[config.mk]
export PLATFORM = sky130hd
export DESIGN_NAME = compass_heading_averager
export DESIGN_NICKNAME = d
export VERILOG_FILES = /design/src/hw/rtl/cha_pkg.sv /design/src/hw/rtl/cha_div.sv /design/src/hw/rtl/cha_dp.sv /design/src/hw/rtl/cha_ctrl.sv /design/src/hw/rtl/compass_heading_averager.sv
export SDC_FILE = /design/constraint.sdc
export NUM_CORES = 2
export LEC_CHECK = 0
export BUFFER_PORTS_ARGS = -buffer_cell sky130_fd_sc_hd__buf_4
export CAP_MARGIN = 20
export CORE_MARGIN = 2
export CORE_UTILIZATION = 35
export DETAILED_ROUTE_END_ITERATION = 10
export GPL_TIMING_DRIVEN = 1
export PLACE_DENSITY_LB_ADDON = 0.12
export RECOVER_POWER = 25
export SETUP_SLACK_MARGIN = 0.4
export SLEW_MARGIN = 20
export SYNTH_ARGS = -nofsm -noshare
export SYNTH_HDL_FRONTEND = slang
export SYNTH_SLANG_ARGS = --single-unit
[constraint.sdc]
create_clock -name clock -period 6.4 [get_ports clock]
set_input_delay 0.64 -clock clock [delete_from_list [all_inputs] [get_ports clock]]
set_output_delay 0.64 -clock clock [all_outputs]
set_load 0.01 [all_outputs]
[src/hw/rtl/cha_pkg.sv]
`default_nettype none

package cha_pkg;

   localparam int DATA_W    = 16;
   localparam int HEAD_W    = 13;
   localparam int CNT_W     = 3;
   localparam int STEP_W    = 5;
   localparam int SUM_W     = 19;
   localparam int SPAN_W    = 17;
   localparam int MAG_W     = 18;
   localparam int Q_FRAC    = 14;
   localparam int DVD_W     = 32;
   localparam int QUO_W     = 17;
   localparam int CXY_W     = 20;
   localparam int ANG_W     = 26;
   localparam int WRAP_W    = 15;
   localparam int RND_SHIFT = 12;
   localparam int CSR_IDX_W = 3;
   localparam int RCP_SHIFT = 21;
   localparam int RCP_W     = 22;

   localparam int SAMPLES_AVERAGED_DEF = 5;
   localparam int CORDIC_STEPS_DEF     = 16;
   localparam int ATAN_LEN             = 24;

   localparam logic [CSR_IDX_W-1:0] CSR_MIN_X = 3'd0;
   localparam logic [CSR_IDX_W-1:0] CSR_MAX_X = 3'd1;
   localparam logic [CSR_IDX_W-1:0] CSR_MIN_Y = 3'd2;
   localparam logic [CSR_IDX_W-1:0] CSR_MAX_Y = 3'd3;

   localparam logic signed [DATA_W-1:0] CAL_MIN_RST = 16'sh8000;
   localparam logic signed [DATA_W-1:0] CAL_MAX_RST = 16'sh7fff;
   localparam logic signed [DATA_W-1:0] Q_SAT_POS   = 16'sh7fff;
   localparam logic signed [DATA_W-1:0] Q_SAT_NEG   = 16'sh8000;
   localparam logic [QUO_W-1:0]         Q_LIM_POS   = 17'd32767;
   localparam logic [QUO_W-1:0]         Q_LIM_NEG   = 17'd32768;

   localparam logic signed [ANG_W-1:0]  DEG90      = 26'sd5898240;
   localparam logic signed [ANG_W-1:0]  ROUND_HALF = 26'sd2048;
   localparam logic signed [WRAP_W-1:0] FULL_TURN  = 15'sd5760;

   typedef enum logic [1:0] {
      SEL_AVG_X,
      SEL_AVG_Y,
      SEL_SCL_X,
      SEL_SCL_Y
   } sel_type;

   typedef struct packed {
      logic              acc;
      logic              last;
      logic              load_op;
      logic              div_start;
      sel_type           sel;
      logic              rot;
      logic              cord;
      logic [STEP_W-1:0] step;
      logic              fin;
      logic              out_load;
   } cmd_type;

   typedef struct packed {
      logic div_done;
      logic cal_err;
   } stat_type;

   // atan(2^-i) in 2^-16 degree
   function automatic logic [ANG_W-1:0] atan_angle(input logic [STEP_W-1:0] idx);
      logic [ANG_W-1:0] val;
      case (idx)
         5'd0:    val = ANG_W'(2949120);
         5'd1:    val = ANG_W'(1740967);
         5'd2:    val = ANG_W'(919879);
         5'd3:    val = ANG_W'(466945);
         5'd4:    val = ANG_W'(234379);
         5'd5:    val = ANG_W'(117304);
         5'd6:    val = ANG_W'(58666);
         5'd7:    val = ANG_W'(29335);
         5'd8:    val = ANG_W'(14668);
         5'd9:    val = ANG_W'(7334);
         5'd10:   val = ANG_W'(3667);
         5'd11:   val = ANG_W'(1833);
         5'd12:   val = ANG_W'(917);
         5'd13:   val = ANG_W'(458);
         5'd14:   val = ANG_W'(229);
         5'd15:   val = ANG_W'(115);
         5'd16:   val = ANG_W'(57);
         5'd17:   val = ANG_W'(29);
         5'd18:   val = ANG_W'(14);
         5'd19:   val = ANG_W'(7);
         5'd20:   val = ANG_W'(4);
         5'd21:   val = ANG_W'(2);
         5'd22:   val = ANG_W'(1);
         default: val = '0;
      endcase
      return val;
   endfunction

endpackage

`default_nettype wire

[src/hw/rtl/cha_div.sv]
`default_nettype none

module cha_div (
   input  wire logic                          clock,
   input  wire logic                          reset,
   input  wire logic                          start,
   input  wire logic [cha_pkg::DVD_W-1:0]     dividend,
   input  wire logic [cha_pkg::DATA_W-1:0]    divisor,
   output logic                               done,
   output logic [cha_pkg::QUO_W-1:0]          quotient,
   output logic                               ovf
);

   localparam int DW = cha_pkg::DATA_W;
   localparam int QW = cha_pkg::QUO_W;

   logic          busy_ff, busy_in;
   logic          done_ff, done_in;
   logic [4:0]    cnt_ff, cnt_in;
   logic [DW-1:0] rem_ff, rem_in;
   logic [QW-1:0] dvd_ff, dvd_in;
   logic [DW-1:0] den_ff, den_in;
   logic          ovf_ff, ovf_in;
   logic [DW:0]   trial;
   logic [DW:0]   diff;
   logic          fits;

   always_comb begin
      trial = {rem_ff, dvd_ff[QW-1]};
      diff  = trial - {1'b0, den_ff};
      fits  = trial >= {1'b0, den_ff};
   end

   always_comb begin
      busy_in = busy_ff;
      done_in = 1'b0;
      cnt_in  = cnt_ff;
      rem_in  = rem_ff;
      dvd_in  = dvd_ff;
      den_in  = den_ff;
      ovf_in  = ovf_ff;
      if (start) begin
         busy_in = 1'b1;
         cnt_in  = 5'(QW);
         rem_in  = DW'(dividend[cha_pkg::DVD_W-1:QW]);
         dvd_in  = dividend[QW-1:0];
         den_in  = divisor;
         ovf_in  = DW'(dividend[cha_pkg::DVD_W-1:QW]) >= divisor;
      end else if (busy_ff) begin
         rem_in = fits ? diff[DW-1:0] : trial[DW-1:0];
         dvd_in = {dvd_ff[QW-2:0], fits};
         cnt_in = cnt_ff - 5'd1;
         if (cnt_ff == 5'd1) begin
            busy_in = 1'b0;
            done_in = 1'b1;
         end
      end
   end

   always_ff @(posedge clock) begin
      if (reset) begin
         busy_ff <= 1'b0;
         done_ff <= 1'b0;
         cnt_ff  <= '0;
      end else begin
         busy_ff <= busy_in;
         done_ff <= done_in;
         cnt_ff  <= cnt_in;
      end
   end

   always_ff @(posedge clock) begin
      rem_ff <= rem_in;
      dvd_ff <= dvd_in;
      den_ff <= den_in;
      ovf_ff <= ovf_in;
   end

   assign done     = done_ff;
   assign quotient = dvd_ff;
   assign ovf      = ovf_ff;

endmodule

`default_nettype wire

[src/hw/rtl/cha_dp.sv]
`default_nettype none

module cha_dp #(
   parameter int SAMPLES_AVERAGED = cha_pkg::SAMPLES_AVERAGED_DEF
) (
   input  wire logic                                 clock,
   input  wire logic                                 reset,
   input  wire logic                                 csr_we,
   input  wire logic [cha_pkg::CSR_IDX_W-1:0]        csr_index,
   input  wire logic [cha_pkg::DATA_W-1:0]           csr_wdata,
   input  wire logic signed [cha_pkg::DATA_W-1:0]    req_mag_x,
   input  wire logic signed [cha_pkg::DATA_W-1:0]    req_mag_y,
   input  wire logic signed [cha_pkg::DATA_W-1:0]    req_mag_z,
   input  wire cha_pkg::cmd_type                     cmd,
   output cha_pkg::stat_type                         stat,
   output logic signed [cha_pkg::DATA_W-1:0]         rsp_avg_x,
   output logic signed [cha_pkg::DATA_W-1:0]         rsp_avg_y,
   output logic signed [cha_pkg::DATA_W-1:0]         rsp_last_z,
   output logic [cha_pkg::HEAD_W-1:0]                rsp_heading,
   output logic                                      rsp_cal_error
);

   localparam int DW  = cha_pkg::DATA_W;
   localparam int SW  = cha_pkg::SUM_W;
   localparam int PW  = cha_pkg::SPAN_W;
   localparam int MW  = cha_pkg::MAG_W;
   localparam int QF  = cha_pkg::Q_FRAC;
   localparam int VW  = cha_pkg::DVD_W;
   localparam int QW  = cha_pkg::QUO_W;
   localparam int CW  = cha_pkg::CXY_W;
   localparam int AW  = cha_pkg::ANG_W;
   localparam int WW  = cha_pkg::WRAP_W;
   localparam int HW  = cha_pkg::HEAD_W;
   localparam int RW  = cha_pkg::RCP_W;
   localparam int RS  = cha_pkg::RCP_SHIFT;
   localparam logic [DW-1:0] DIVISOR_AVG = DW'(SAMPLES_AVERAGED);
   localparam logic [RW-1:0] RECIP =
      RW'(((1 << RS) + SAMPLES_AVERAGED - 1) / SAMPLES_AVERAGED);

   logic signed [DW-1:0] min_x_ff, min_x_in, max_x_ff, max_x_in;
   logic signed [DW-1:0] min_y_ff, min_y_in, max_y_ff, max_y_in;
   logic signed [SW-1:0] sum_x_ff, sum_x_in, sum_y_ff, sum_y_in;
   logic signed [SW-1:0] tot_x_ff, tot_x_in, tot_y_ff, tot_y_in;
   logic signed [DW-1:0] zlat_ff, zlat_in;
   logic [VW-1:0]        op_mag_ff, op_mag_in;
   logic                 op_neg_ff, op_neg_in;
   logic [DW-1:0]        op_den_ff, op_den_in;
   logic signed [DW-1:0] avg_x_ff, avg_x_in, avg_y_ff, avg_y_in;
   logic signed [DW-1:0] cx_ff, cx_in, cy_ff, cy_in;
   logic signed [CW-1:0] x_ff, x_in, y_ff, y_in;
   logic signed [AW-1:0] ang_ff, ang_in;
   logic                 zero_ff, zero_in;
   logic [HW-1:0]        head_ff, head_in;
   logic signed [DW-1:0] ravg_x_ff, ravg_x_in, ravg_y_ff, ravg_y_in, rz_ff, rz_in;
   logic [HW-1:0]        rhead_ff, rhead_in;
   logic                 rerr_ff, rerr_in;
   logic                 rcp_done_ff, rcp_done_in;
   logic [QW-1:0]        rcp_quo_ff, rcp_quo_in;

   logic signed [SW-1:0] ext_x, ext_y;
   logic signed [PW-1:0] span_x, span_y, diff_x, diff_y;
   logic signed [SW-1:0] num_x, num_y, op_num, op_abs;
   logic                 op_scaled;
   logic                 cal_err;
   logic                 div_done, div_ovf;
   logic                 div_go, quo_done;
   logic [MW+RW-1:0]     rcp_prod;
   logic [QW-1:0]        div_quo, quo, neg_quo;
   logic signed [DW-1:0] avg_val, scl_val;
   logic signed [CW-1:0] cx_w, cy_w, xs, ys;
   logic signed [AW-1:0] atan_s, ang_sum, ang_rnd;
   logic signed [WW-1:0] hd0, hd1, hd2;

   always_comb begin
      ext_x  = SW'(req_mag_x);
      ext_y  = SW'(req_mag_y);
      span_x = PW'(max_x_ff) - PW'(min_x_ff);
      span_y = PW'(max_y_ff) - PW'(min_y_ff);
      cal_err = span_x[PW-1] || (span_x == '0) || span_y[PW-1] || (span_y == '0);
      diff_x = PW'(avg_x_ff) - PW'(min_x_ff);
      diff_y = PW'(avg_y_ff) - PW'(min_y_ff);
      num_x  = {diff_x[PW-1], diff_x, 1'b0} - SW'(span_x);
      num_y  = {diff_y[PW-1], diff_y, 1'b0} - SW'(span_y);
   end

   // configuration
   always_comb begin
      min_x_in = min_x_ff;
      max_x_in = max_x_ff;
      min_y_in = min_y_ff;
      max_y_in = max_y_ff;
      if (csr_we) begin
         case (csr_index)
            cha_pkg::CSR_MIN_X: min_x_in = csr_wdata;
            cha_pkg::CSR_MAX_X: max_x_in = csr_wdata;
            cha_pkg::CSR_MIN_Y: min_y_in = csr_wdata;
            cha_pkg::CSR_MAX_Y: max_y_in = csr_wdata;
            default: ;
         endcase
      end
   end

   // accumulate
   always_comb begin
      sum_x_in = sum_x_ff;
      sum_y_in = sum_y_ff;
      tot_x_in = tot_x_ff;
      tot_y_in = tot_y_ff;
      zlat_in  = zlat_ff;
      if (cmd.last) begin
         sum_x_in = '0;
         sum_y_in = '0;
         tot_x_in = sum_x_ff + ext_x;
         tot_y_in = sum_y_ff + ext_y;
         zlat_in  = req_mag_z;
      end else if (cmd.acc) begin
         sum_x_in = sum_x_ff + ext_x;
         sum_y_in = sum_y_ff + ext_y;
      end
   end

   // divider operands
   always_comb begin
      case (cmd.sel)
         cha_pkg::SEL_AVG_X: begin
            op_num = tot_x_ff; op_scaled = 1'b0; op_den_in = DIVISOR_AVG;
         end
         cha_pkg::SEL_AVG_Y: begin
            op_num = tot_y_ff; op_scaled = 1'b0; op_den_in = DIVISOR_AVG;
         end
         cha_pkg::SEL_SCL_X: begin
            op_num = num_x; op_scaled = 1'b1; op_den_in = span_x[DW-1:0];
         end
         cha_pkg::SEL_SCL_Y: begin
            op_num = num_y; op_scaled = 1'b1; op_den_in = span_y[DW-1:0];
         end
         default: begin
            op_num = tot_x_ff; op_scaled = 1'b0; op_den_in = DIVISOR_AVG;
         end
      endcase
      op_abs    = op_num[SW-1] ? -op_num : op_num;
      op_neg_in = op_num[SW-1];
      op_mag_in = op_scaled ? {op_abs[MW-1:0], {QF{1'b0}}} : VW'(op_abs[MW-1:0]);
   end

   // averages by reciprocal multiplication, scaled pair by the divider
   always_comb begin
      div_go      = cmd.div_start &&
                    ((cmd.sel == cha_pkg::SEL_SCL_X) || (cmd.sel == cha_pkg::SEL_SCL_Y));
      rcp_done_in = cmd.div_start && !div_go;
      rcp_prod    = (MW+RW)'(op_mag_ff[MW-1:0]) * (MW+RW)'(RECIP);
      rcp_quo_in  = rcp_prod[RS+QW-1:RS];
      quo_done    = div_done || rcp_done_ff;
      quo         = rcp_done_ff ? rcp_quo_ff : div_quo;
   end

   cha_div u_div (
      .clock    (clock),
      .reset    (reset),
      .start    (div_go),
      .dividend (op_mag_ff),
      .divisor  (op_den_ff),
      .done     (div_done),
      .quotient (div_quo),
      .ovf      (div_ovf)
   );

   // quotient sign and saturation
   always_comb begin
      neg_quo = -quo;
      avg_val = op_neg_ff ? neg_quo[DW-1:0] : quo[DW-1:0];
      if (op_neg_ff) begin
         scl_val = (div_ovf || quo > cha_pkg::Q_LIM_NEG) ? cha_pkg::Q_SAT_NEG
                                                         : neg_quo[DW-1:0];
      end else begin
         scl_val = (div_ovf || quo > cha_pkg::Q_LIM_POS) ? cha_pkg::Q_SAT_POS
                                                         : quo[DW-1:0];
      end
      avg_x_in = avg_x_ff;
      avg_y_in = avg_y_ff;
      cx_in    = cx_ff;
      cy_in    = cy_ff;
      if (quo_done) begin
         case (cmd.sel)
            cha_pkg::SEL_AVG_X: avg_x_in = avg_val;
            cha_pkg::SEL_AVG_Y: avg_y_in = avg_val;
            cha_pkg::SEL_SCL_X: cx_in    = scl_val;
            cha_pkg::SEL_SCL_Y: cy_in    = scl_val;
            default: ;
         endcase
      end
   end

   // vectoring
   always_comb begin
      cx_w    = CW'(cx_ff);
      cy_w    = CW'(cy_ff);
      xs      = x_ff >>> cmd.step;
      ys      = y_ff >>> cmd.step;
      atan_s  = cha_pkg::atan_angle(cmd.step);
      x_in    = x_ff;
      y_in    = y_ff;
      ang_in  = ang_ff;
      zero_in = zero_ff;
      if (cmd.rot) begin
         zero_in = (cx_ff == '0) && (cy_ff == '0);
         if (cx_ff[DW-1]) begin
            if (!cy_ff[DW-1]) begin
               x_in = cy_w; y_in = -cx_w; ang_in = cha_pkg::DEG90;
            end else begin
               x_in = -cy_w; y_in = cx_w; ang_in = -cha_pkg::DEG90;
            end
         end else begin
            x_in = cx_w; y_in = cy_w; ang_in = '0;
         end
      end else if (cmd.cord) begin
         if (!y_ff[CW-1]) begin
            x_in = x_ff + ys; y_in = y_ff - xs; ang_in = ang_ff + atan_s;
         end else begin
            x_in = x_ff - ys; y_in = y_ff + xs; ang_in = ang_ff - atan_s;
         end
      end
   end

   // round and wrap
   always_comb begin
      ang_sum = ang_ff + cha_pkg::ROUND_HALF;
      ang_rnd = ang_sum >>> cha_pkg::RND_SHIFT;
      hd0     = ang_rnd[WW-1:0];
      hd1     = hd0[WW-1] ? hd0 + cha_pkg::FULL_TURN : hd0;
      hd2     = (hd1 >= cha_pkg::FULL_TURN) ? hd1 - cha_pkg::FULL_TURN : hd1;
      head_in = cmd.fin ? hd2[HW-1:0] : head_ff;
   end

   // result register
   always_comb begin
      ravg_x_in = ravg_x_ff;
      ravg_y_in = ravg_y_ff;
      rz_in     = rz_ff;
      rhead_in  = rhead_ff;
      rerr_in   = rerr_ff;
      if (cmd.out_load) begin
         ravg_x_in = avg_x_ff;
         ravg_y_in = avg_y_ff;
         rz_in     = zlat_ff;
         rhead_in  = (cal_err || zero_ff) ? '0 : head_ff;
         rerr_in   = cal_err;
      end
   end

   always_ff @(posedge clock) begin
      if (reset) begin
         min_x_ff    <= cha_pkg::CAL_MIN_RST;
         max_x_ff    <= cha_pkg::CAL_MAX_RST;
         min_y_ff    <= cha_pkg::CAL_MIN_RST;
         max_y_ff    <= cha_pkg::CAL_MAX_RST;
         sum_x_ff    <= '0;
         sum_y_ff    <= '0;
         rcp_done_ff <= 1'b0;
      end else begin
         min_x_ff    <= min_x_in;
         max_x_ff    <= max_x_in;
         min_y_ff    <= min_y_in;
         max_y_ff    <= max_y_in;
         sum_x_ff    <= sum_x_in;
         sum_y_ff    <= sum_y_in;
         rcp_done_ff <= rcp_done_in;
      end
   end

   always_ff @(posedge clock) begin
      tot_x_ff  <= tot_x_in;
      tot_y_ff  <= tot_y_in;
      zlat_ff   <= zlat_in;
      if (cmd.load_op) begin
         op_mag_ff <= op_mag_in;
         op_neg_ff <= op_neg_in;
         op_den_ff <= op_den_in;
      end
      rcp_quo_ff <= rcp_quo_in;
      avg_x_ff  <= avg_x_in;
      avg_y_ff  <= avg_y_in;
      cx_ff     <= cx_in;
      cy_ff     <= cy_in;
      x_ff      <= x_in;
      y_ff      <= y_in;
      ang_ff    <= ang_in;
      zero_ff   <= zero_in;
      head_ff   <= head_in;
      ravg_x_ff <= ravg_x_in;
      ravg_y_ff <= ravg_y_in;
      rz_ff     <= rz_in;
      rhead_ff  <= rhead_in;
      rerr_ff   <= rerr_in;
   end

   assign stat.div_done = quo_done;
   assign stat.cal_err  = cal_err;
   assign rsp_avg_x     = ravg_x_ff;
   assign rsp_avg_y     = ravg_y_ff;
   assign rsp_last_z    = rz_ff;
   assign rsp_heading   = rhead_ff;
   assign rsp_cal_error = rerr_ff;

endmodule

`default_nettype wire

[src/hw/rtl/cha_ctrl.sv]
`default_nettype none

module cha_ctrl #(
   parameter int SAMPLES_AVERAGED = cha_pkg::SAMPLES_AVERAGED_DEF,
   parameter int CORDIC_STEPS     = cha_pkg::CORDIC_STEPS_DEF
) (
   input  wire logic                clock,
   input  wire logic                reset,
   input  wire logic                req_valid,
   output logic                     req_ready,
   output logic                     rsp_valid,
   input  wire logic                rsp_ready,
   input  wire cha_pkg::stat_type   stat,
   output cha_pkg::cmd_type         cmd
);

   localparam int NW = cha_pkg::CNT_W;
   localparam int TW = cha_pkg::STEP_W;
   localparam int STEPS_RUN =
      (CORDIC_STEPS < cha_pkg::ATAN_LEN) ? CORDIC_STEPS : cha_pkg::ATAN_LEN;
   localparam logic [NW-1:0] LAST_CNT  = NW'(SAMPLES_AVERAGED - 1);
   localparam logic [TW-1:0] LAST_STEP = TW'(STEPS_RUN - 1);

   typedef enum logic [2:0] {
      S_IDLE,
      S_LOAD,
      S_START,
      S_DWAIT,
      S_ROT,
      S_CORD,
      S_FIN,
      S_OUT
   } state_type;

   state_type         state_ff;
   logic [NW-1:0]     count_ff;
   logic [TW-1:0]     step_ff;
   cha_pkg::sel_type  sel_ff;
   logic              rsp_valid_ff;
   logic              accept;
   logic              final_req;

   always_comb begin
      accept    = req_valid && (state_ff == S_IDLE);
      final_req = (count_ff == LAST_CNT);
      cmd.acc       = accept && !final_req;
      cmd.last      = accept && final_req;
      cmd.load_op   = (state_ff == S_LOAD);
      cmd.div_start = (state_ff == S_START);
      cmd.sel       = sel_ff;
      cmd.rot       = (state_ff == S_ROT);
      cmd.cord      = (state_ff == S_CORD);
      cmd.step      = step_ff;
      cmd.fin       = (state_ff == S_FIN);
      cmd.out_load  = (state_ff == S_OUT) && (!rsp_valid_ff || rsp_ready);
   end

   always_ff @(posedge clock) begin
      if (reset) begin
         state_ff     <= S_IDLE;
         count_ff     <= '0;
         step_ff      <= '0;
         sel_ff       <= cha_pkg::SEL_AVG_X;
         rsp_valid_ff <= 1'b0;
      end else begin
         if (cmd.out_load) begin
            rsp_valid_ff <= 1'b1;
         end else if (rsp_ready) begin
            rsp_valid_ff <= 1'b0;
         end
         case (state_ff)
            S_IDLE: begin
               if (accept) begin
                  if (final_req) begin
                     count_ff <= '0;
                     sel_ff   <= cha_pkg::SEL_AVG_X;
                     state_ff <= S_LOAD;
                  end else begin
                     count_ff <= count_ff + NW'(1);
                  end
               end
            end
            S_LOAD: state_ff <= S_START;
            S_START: state_ff <= S_DWAIT;
            S_DWAIT: begin
               if (stat.div_done) begin
                  case (sel_ff)
                     cha_pkg::SEL_AVG_X: begin
                        sel_ff   <= cha_pkg::SEL_AVG_Y;
                        state_ff <= S_LOAD;
                     end
                     cha_pkg::SEL_AVG_Y: begin
                        if (stat.cal_err) begin
                           state_ff <= S_OUT;
                        end else begin
                           sel_ff   <= cha_pkg::SEL_SCL_X;
                           state_ff <= S_LOAD;
                        end
                     end
                     cha_pkg::SEL_SCL_X: begin
                        sel_ff   <= cha_pkg::SEL_SCL_Y;
                        state_ff <= S_LOAD;
                     end
                     default: state_ff <= S_ROT;
                  endcase
               end
            end
            S_ROT: begin
               step_ff  <= '0;
               state_ff <= S_CORD;
            end
            S_CORD: begin
               if (step_ff == LAST_STEP) begin
                  state_ff <= S_FIN;
               end else begin
                  step_ff <= step_ff + TW'(1);
               end
            end
            S_FIN: state_ff <= S_OUT;
            S_OUT: begin
               if (cmd.out_load) begin
                  state_ff <= S_IDLE;
               end
            end
            default: state_ff <= S_IDLE;
         endcase
      end
   end

   assign req_ready = (state_ff == S_IDLE);
   assign rsp_valid = rsp_valid_ff;

endmodule

`default_nettype wire

[src/hw/rtl/compass_heading_averager.sv]
`default_nettype none
// channel   direction  handshake              payload
// req       in         req_valid/req_ready    req_mag_x, req_mag_y, req_mag_z
// rsp       out        rsp_valid/rsp_ready    rsp_avg_x, rsp_avg_y, rsp_last_z,
//                                             rsp_heading, rsp_cal_error
// csr       in         csr_we                 csr_index, csr_wdata
//
// A request that does not close a group is added to the sums; the input stays ready.
// A closing request holds the input while two reciprocal passes form the averages, two passes
// of the 17-step divider form the scaled pair, and rotation, vectoring steps, rounding and
// response load follow.
// With invalid calibration only the averages are formed.
// Reset clears sums and sample count and restores calibration defaults; no clearing pass.
// A waiting response does not stall new requests until the next group closes.

module compass_heading_averager #(
   parameter int SAMPLES_AVERAGED = cha_pkg::SAMPLES_AVERAGED_DEF,
   parameter int CORDIC_STEPS     = cha_pkg::CORDIC_STEPS_DEF
) (
   input  wire logic                                 clock,
   input  wire logic                                 reset,
   input  wire logic                                 req_valid,
   output logic                                      req_ready,
   input  wire logic signed [cha_pkg::DATA_W-1:0]    req_mag_x,
   input  wire logic signed [cha_pkg::DATA_W-1:0]    req_mag_y,
   input  wire logic signed [cha_pkg::DATA_W-1:0]    req_mag_z,
   output logic                                      rsp_valid,
   input  wire logic                                 rsp_ready,
   output logic signed [cha_pkg::DATA_W-1:0]         rsp_avg_x,
   output logic signed [cha_pkg::DATA_W-1:0]         rsp_avg_y,
   output logic signed [cha_pkg::DATA_W-1:0]         rsp_last_z,
   output logic [cha_pkg::HEAD_W-1:0]                rsp_heading,
   output logic                                      rsp_cal_error,
   input  wire logic                                 csr_we,
   input  wire logic [cha_pkg::CSR_IDX_W-1:0]        csr_index,
   input  wire logic [cha_pkg::DATA_W-1:0]           csr_wdata
);

   cha_pkg::cmd_type  cmd;
   cha_pkg::stat_type stat;

   cha_ctrl #(
      .SAMPLES_AVERAGED (SAMPLES_AVERAGED),
      .CORDIC_STEPS     (CORDIC_STEPS)
   ) u_ctrl (
      .clock     (clock),
      .reset     (reset),
      .req_valid (req_valid),
      .req_ready (req_ready),
      .rsp_valid (rsp_valid),
      .rsp_ready (rsp_ready),
      .stat      (stat),
      .cmd       (cmd)
   );

   cha_dp #(
      .SAMPLES_AVERAGED (SAMPLES_AVERAGED)
   ) u_dp (
      .clock         (clock),
      .reset         (reset),
      .csr_we        (csr_we),
      .csr_index     (csr_index),
      .csr_wdata     (csr_wdata),
      .req_mag_x     (req_mag_x),
      .req_mag_y     (req_mag_y),
      .req_mag_z     (req_mag_z),
      .cmd           (cmd),
      .stat          (stat),
      .rsp_avg_x     (rsp_avg_x),
      .rsp_avg_y     (rsp_avg_y),
      .rsp_last_z    (rsp_last_z),
      .rsp_heading   (rsp_heading),
      .rsp_cal_error (rsp_cal_error)
   );

endmodule

`default_nettype wire

Word level (Yosys, flattened, before mapping)
Memory sizes are Yosys's and may differ from the RTL's. A register that Yosys moved wholly into a read port is not among the register bits.
Cells that the tools add are included.
- bits in registers: 499
- memory bits (read-only): 704
- input bits: 72
- output and inout port bits: 64
- word-level logic and storage cells: 210
- memories kept: 1
- $add $sub $neg: 25
- $mul: 1
- order comparisons: 5
- equality and inequality tests: 24
- shift operators: 2
- muxes and demuxes: 59
- bitwise operators: 1
- reductions and logical operators: 48
- memories (name ; depth ; bits a word ; rd ports ; clocked after Yosys merged registers in ; write ports ; RTL line ; RTL):
    (name not given) ; 32 ; 22 ; 1 ; 1 ; 0 ; cha_pkg.sv:71 ; case (idx)
- operator list (kind ; count):
    20-bit 2-to-1 mux ; 10
    26-bit 2-to-1 mux ; 5
    16-bit 2-to-1 mux ; 5
    19-bit case mux with 4 select lines ; 1
    16-bit by 16-bit subtractor with 17-bit output ; 4
    17-bit 2-to-1 mux ; 3
    16-bit case mux with 3 select lines ; 1
    15-bit 2-to-1 mux ; 3
    20-bit adder ; 2
    16-bit negation with 20-bit output ; 2
    20-bit by 5-bit >>> shifter with 20-bit output ; 2
    20-bit subtractor ; 2
    19-bit by 16-bit adder with 19-bit output ; 2
    18-bit by 17-bit subtractor with 19-bit output ; 2
    18-bit by 19-bit multiplier with 37-bit output (second input constant) ; 1
    18-bit 2-to-1 mux ; 2
    17-bit zero test ; 2
    16-bit zero test ; 2
    26-bit by 13-bit adder with 26-bit output (second input constant) ; 1
    26-bit adder ; 1
    26-bit subtractor ; 1
    5-bit 2-to-1 mux ; 5
    3-bit case mux with 8 select lines ; 1
    3-bit 2-to-1 mux ; 7
    other kinds (44) ; 98

Logic depth before layout (Yosys ltp)
- word-level depth: 9
- depth in mapped cells: 28

Modules after synthesis
A second synthesis with hierarchy kept.
- cells, all modules: 4161
- area, all modules: 39643.0 µm²
- by module, submodules not included (module ; instances ; cells an instance ; area an instance (µm²) ; seq. area each (µm²)):
    cha_dp ; 1 ; 3728 ; 35231.3 ; 11661.2
    cha_div ; 1 ; 330 ; 3553.4 ; 1631.6
    cha_ctrl ; 1 ; 103 ; 858.3 ; 280.3

Worst setup path after synthesis
Ideal clock, no wire load.
- path type: flip-flop to flip-flop
- start point: register u_dp.op_mag_ff[10]
- end point: register u_dp.rcp_quo_ff[15]
- arrival time: 5.714 ns
- data required time: 6.328 ns
- path slack: 0.614 ns
- stages on the path, launching flop included: 21
- path buffers: 0
- period minus slack after synthesis: 5.786 ns
- cell sequence: edfxtp_1 -> inv_1 -> ha_1 -> fa_1 -> inv_1 -> fa_1 -> fa_1 -> fa_1 -> fa_1 -> ha_1 -> and3_1 -> nor2b_1 -> o41ai_1 -> o31a_1 -> a211oi_1 -> nor2_1 -> a21oi_1 -> a31o_2 -> a41o_1 -> o41ai_1 -> xnor2_1
- word-level cells in the longest chain between the ends: 1
- RTL lines (item ; RTL line ; RTL):
    from (decl) ; cha_dp.sv:45 ; logic [VW-1:0] op_mag_ff, op_mag_in;
    from (signal assigned) ; cha_dp.sv:276 ; op_mag_ff <= op_mag_in;
    18-bit by 19-bit multiplier with 37-bit output ; cha_dp.sv:151 ; rcp_prod = (MW+RW)'(op_mag_ff[MW-1:0]) * (MW+RW)'(RECIP);
    via u_dp.rcp_prod[36] ; cha_dp.sv:67 ; logic [MW+RW-1:0] rcp_prod;
    to (signal assigned) ; cha_dp.sv:280 ; rcp_quo_ff <= rcp_quo_in;
    to (decl) ; cha_dp.sv:58 ; logic [QW-1:0] rcp_quo_ff, rcp_quo_in;
The timed path passes the listed nets, and every way through them passes these cells.
A chain may end at the register's enable or synchronous reset.

Final worst setup path
- start point: register u_dp.op_mag_ff[16]
- end point: register u_dp.rcp_quo_ff[15]
Same word-level chain as after synthesis.

==> impl_metrics.csv <==
group,metric,value,unit
synthesis,synthArstFlopShare,0,%
floorplanning,ios,136,
global_route,grt_pass1_wl,180000,um
clocking,cts_tree,"done",
place,port_buffers,135,
drt,post_drt_wl_per_cell,19.9,um
synthesis,ys.flop_type,"edfxtp_1",
critical_path,crit_end,"u_dp.rcp_quo_ff[15]$_DFF_P_",
drt,num_vias,31072,
clocking,clk_path_buf_depth,3,
finish,drive_gt1_share,10.0,%
synthesis,synth_cells,4181,
clocking,htree_num_levels,3,
synthesis,synth.distinct_cells,94,
clocking,holdBufCountCts,0,
drt,wl_met1,54800,um
synthesis,yosys.area_share.adder,17.7,%
critical_path,ff2ff_path_depth,20,
power_and_ir_drop,p_int,7.93,mW
finish,syn_to_final_growth,13.5,%
critical_path,worstPathMaxFanout,4,
power_and_ir_drop,ir_drop,0.000261,V
critical_path,arrival,6400,ps
sta,relSlewSlack,20.7,%
global_route,overflow,0,
drt,ant_nets,0,
clocking,cts.clk_slew.worst_paths,60,ps
drt,firstDrtPassIters,7,
drt,met3_length,4490,um
power_and_ir_drop,powerDensity,269,nW/um2
drt,viasPerCell,5.28,
sta,finalCritPeriodShare,91.9,%
sta,fin_worst_skew,30.3,ps
sta,max_freq,0.170,GHz
power_and_ir_drop,p_switching,4.13,mW
finish,final_common_cell,"nand2_1",
global_route,antenna_found_initial,3,
flow_run,maxCapViolCount,0,
drt,drtIter0Drc,2046,
power_and_ir_drop,p_leak,18.2,nW
synthesis,synth_compound_area_share,15.6,%
critical_path,cp_slowest_cell,"fa_2",
power_and_ir_drop,power,12.1,mW
hold_path,hold_class,"input pin to flip-flop",
outcome,status,"completed",
critical_path,crit_start,"u_dp.op_mag_ff[16]$_DFFE_PP_",
floorplanning,rows,123,
sta,worst_pin_slew,1190,ps
critical_path,start_kind,"flip-flop",
power_and_ir_drop,comb_power_share,36.5,%
critical_path,cp-end-kind,"flip-flop",
drt,top_layer,"met4",
critical_path,crit_top_cell,"fa_1",
sta,finalSetupTns,0,ps
sta,hold_viol,0,
clocking,cts_buffers,67,
synthesis,ys_seq_area_share,35.5,%
critical_path,r2r_end,"u_dp.rcp_quo_ff[15]$_DFF_P_",
clocking,cts_root_buffer,"clkbuf_16",
sta,timing.final.crit_period,5880,ps
clocking,worstSkewPairLatency,630,ps
synthesis,synth_top_family_by_area,"adder cells",
floorplanning,die_w,340,um
floorplanning,die_area,116000,um2
synthesis,ys_warn_count,0,
clocking,cts_sinks,521,
finish,finish.net_count,4901,
drt,drc_errors,0,
critical_path,worstSetupPathType,"flip-flop to flip-flop",
floorplanning,start_util,35.2,%
place,place_hpwl,91200,um
place,gp_congestion,0.880,
synthesis,synth-seq-cells,521,
critical_path,critPathRequiredTime,6910,ps
sta,rsz0062_at_grt,"yes",
sta,setup_violations,0,
finish,final_cell_mix,"nand2_1 (419), ha_1 (373), inv_1 (358), edfxtp_1 (358), nor2_1 (345)",
finish,n_antenna_cell,0,
global_route,first_global_vias,30332,
power_and_ir_drop,clkPwrFrac,31.0,%
synthesis,synth_nets,4745,
synthesis,synth-xor-area-share,6.27,%
power_and_ir_drop,p_seq_share,32.5,%
floorplanning,die_height,340,um
synthesis,synth_mux_area_share,4.27,%
floorplanning,design.core.area,112000,um2
finish,fin_util,40.0,%
synthesis,syn_area_per_cell,9.45,um2
critical_path,slowest_delay,600,ps
drt,wl_met2,55700,um
power_and_ir_drop,swShare,34.2,%
global_route,grt_usage,19.9,%
sta,final-max-slew-violation-count,0,
synthesis,synth.cell_area,39500,um2
critical_path,r2r-start,"u_dp.op_mag_ff[16]$_DFFE_PP_",
drt,wl,117000,um
global_route,grt_max_degree,72,
synthesis,synth_edf_count,358,
critical_path,r2r_slack,520,ps
critical_path,path_cells,"fa_2 -> inv_2 -> fa_1 -> fa_1 -> fa_1 -> fa_1 -> inv_2 -> fa_1 -> ha_1 -> o211a_1 -> nand4_1 -> o31a_1 -> a211oi_2 -> nor2_2 -> a21oi_2 -> a31o_2 -> a41o_1 -> buf_4 -> o41ai_4 -> xnor2_1",
synthesis,synth-simple-area-share,15.8,%
-- registers in the layout, indices dropped and copies added (netlist names), 17 cells and up --
signal               flops
u_dp.op_mag_ff          32
u_dp.ang_ff             26
u_dp.atan_s             22
u_dp.x_ff               20
u_dp.y_ff               20
u_dp.sum_x_ff           19
u_dp.sum_y_ff           19
u_dp.tot_x_ff           19
u_dp.tot_y_ff           19
u_dp.u_div.quotient     17
-- area by class of cell --
class | instances | area [um2]
clock inverter | 28 | 196
tap | 1500 | 1880
fill | 11251 | 67300
timing repair buffer | 230 | 1610
inverter | 370 | 1390
sequential | 521 | 14000
multi-input combinational | 3147 | 23800
clock buffer | 94 | 1950
-- routing by layer --
layer	global-route usage [%]	vias up
met2	33.5	601
met1	27.4	15056
li1	-	15308
met5	0	-
met3	2.46	107
met4	4.00	0
-- how the worst min path moves through the flow --
stage / from / to / slack (ps) / cells past startpoint
detailed placement: u_dp.zlat_ff[14]$_DFFE_PP_ / u_dp.rsp_last_z[14]$_DFFE_PP_ / 400 / 0
finish: req_mag_z[2] / u_dp.zlat_ff[2]$_DFFE_PP_ / 210 / 1
global placement: u_dp.zlat_ff[2]$_DFFE_PP_ / u_dp.rsp_last_z[2]$_DFFE_PP_ / 400 / 0
floorplan: u_dp.zlat_ff[0]$_DFFE_PP_ / u_dp.rsp_last_z[0]$_DFFE_PP_ / 400 / 0
global route: req_mag_z[2] / u_dp.zlat_ff[2]$_DFFE_PP_ / 160 / 1
CTS: req_mag_z[10] / u_dp.zlat_ff[10]$_DFFE_PP_ / 130 / 1
-- repair_timing --
item,in CTS,in global routing
gates cloned,0,0
gates resized for setup,11,46
buffers inserted,11,21
pin swaps,4,36
setup endpoints to repair,7,42
-- metrics by stage --
step	setup slack, ps	hold slack, ps	area, um2	cells
3_3_place_gp	200	400	42400	5736
6_report	517	208	44900	5890
5_1_grt	320	164	44900	5890
4_1_cts	406	132	44700	5869
2_1_floorplan	614	400	39500	4181
3_5_place_dp	189	405	42400	5736
-- cells by family (layout without fill, tap and decap cells) --
| logic type | after synthesis | in the layout |
|---|---|---|
| AO/OA/AOI/OAI | 941 | 941 |
| buffers and inverters | 513 | 722 |
| multiplexers | 116 | 116 |
| XOR/XNOR | 283 | 283 |
| flip-flops | 521 | 521 |
| adder cells (fa/ha/maj) | 492 | 492 |
| AND/OR/NAND/NOR | 1315 | 1315 |
-- cells in the mapped netlist (24+ instances only) --
cell        n  area [um2]
mux4_2     40         901
nor2_1    349        1310
nand2b_1   41         257
inv_1     366        1370
a22oi_1    39         293
and2_1     46         288
nand4_1    24         150
edfxtp_1  358       10800
xor2_1    105         920
nand3b_1   46         345
mux2i_1    57         571
nand2_1   419        1570
and3_1     35         219
o21bai_1   27         203
ha_1      381        4770
o211ai_1   41         308
a21o_1     62         465
a21oi_1   245        1230
fa_1      111        2220
a21boi_0   26         195
dfxtp_1   163        3260
o21ai_0   184         921
nand3_1    82         410
o22ai_1    29         181
xnor2_1   178        1560
nor2b_1    46         288
nor3_1    115         576
a31oi_1    35         219
or3_1      26         163
o21a_1     59         443
clkbuf_1  119         447
-- critical path, delay by kind of cell, from the launching register on --
family,cells,cell delay (ps)
xor+xnor,1,130
buf+inv,3,220
compound gates,7,1450
flops,1,460
simple gates,2,180
fa+ha+maj,7,3340
-- power by group through the flow --
stage	clock network (mW)	registers [mW]	logic [mW]
floorplan	0	3.93	3.15
global placement	0	4.00	4.12
detailed placement	0	4.00	4.15
CTS	3.86	3.93	4.23
global route	3.98	3.93	5.03
finish	3.74	3.92	4.40
Note: power is estimated with default switching activity, not from simulation.
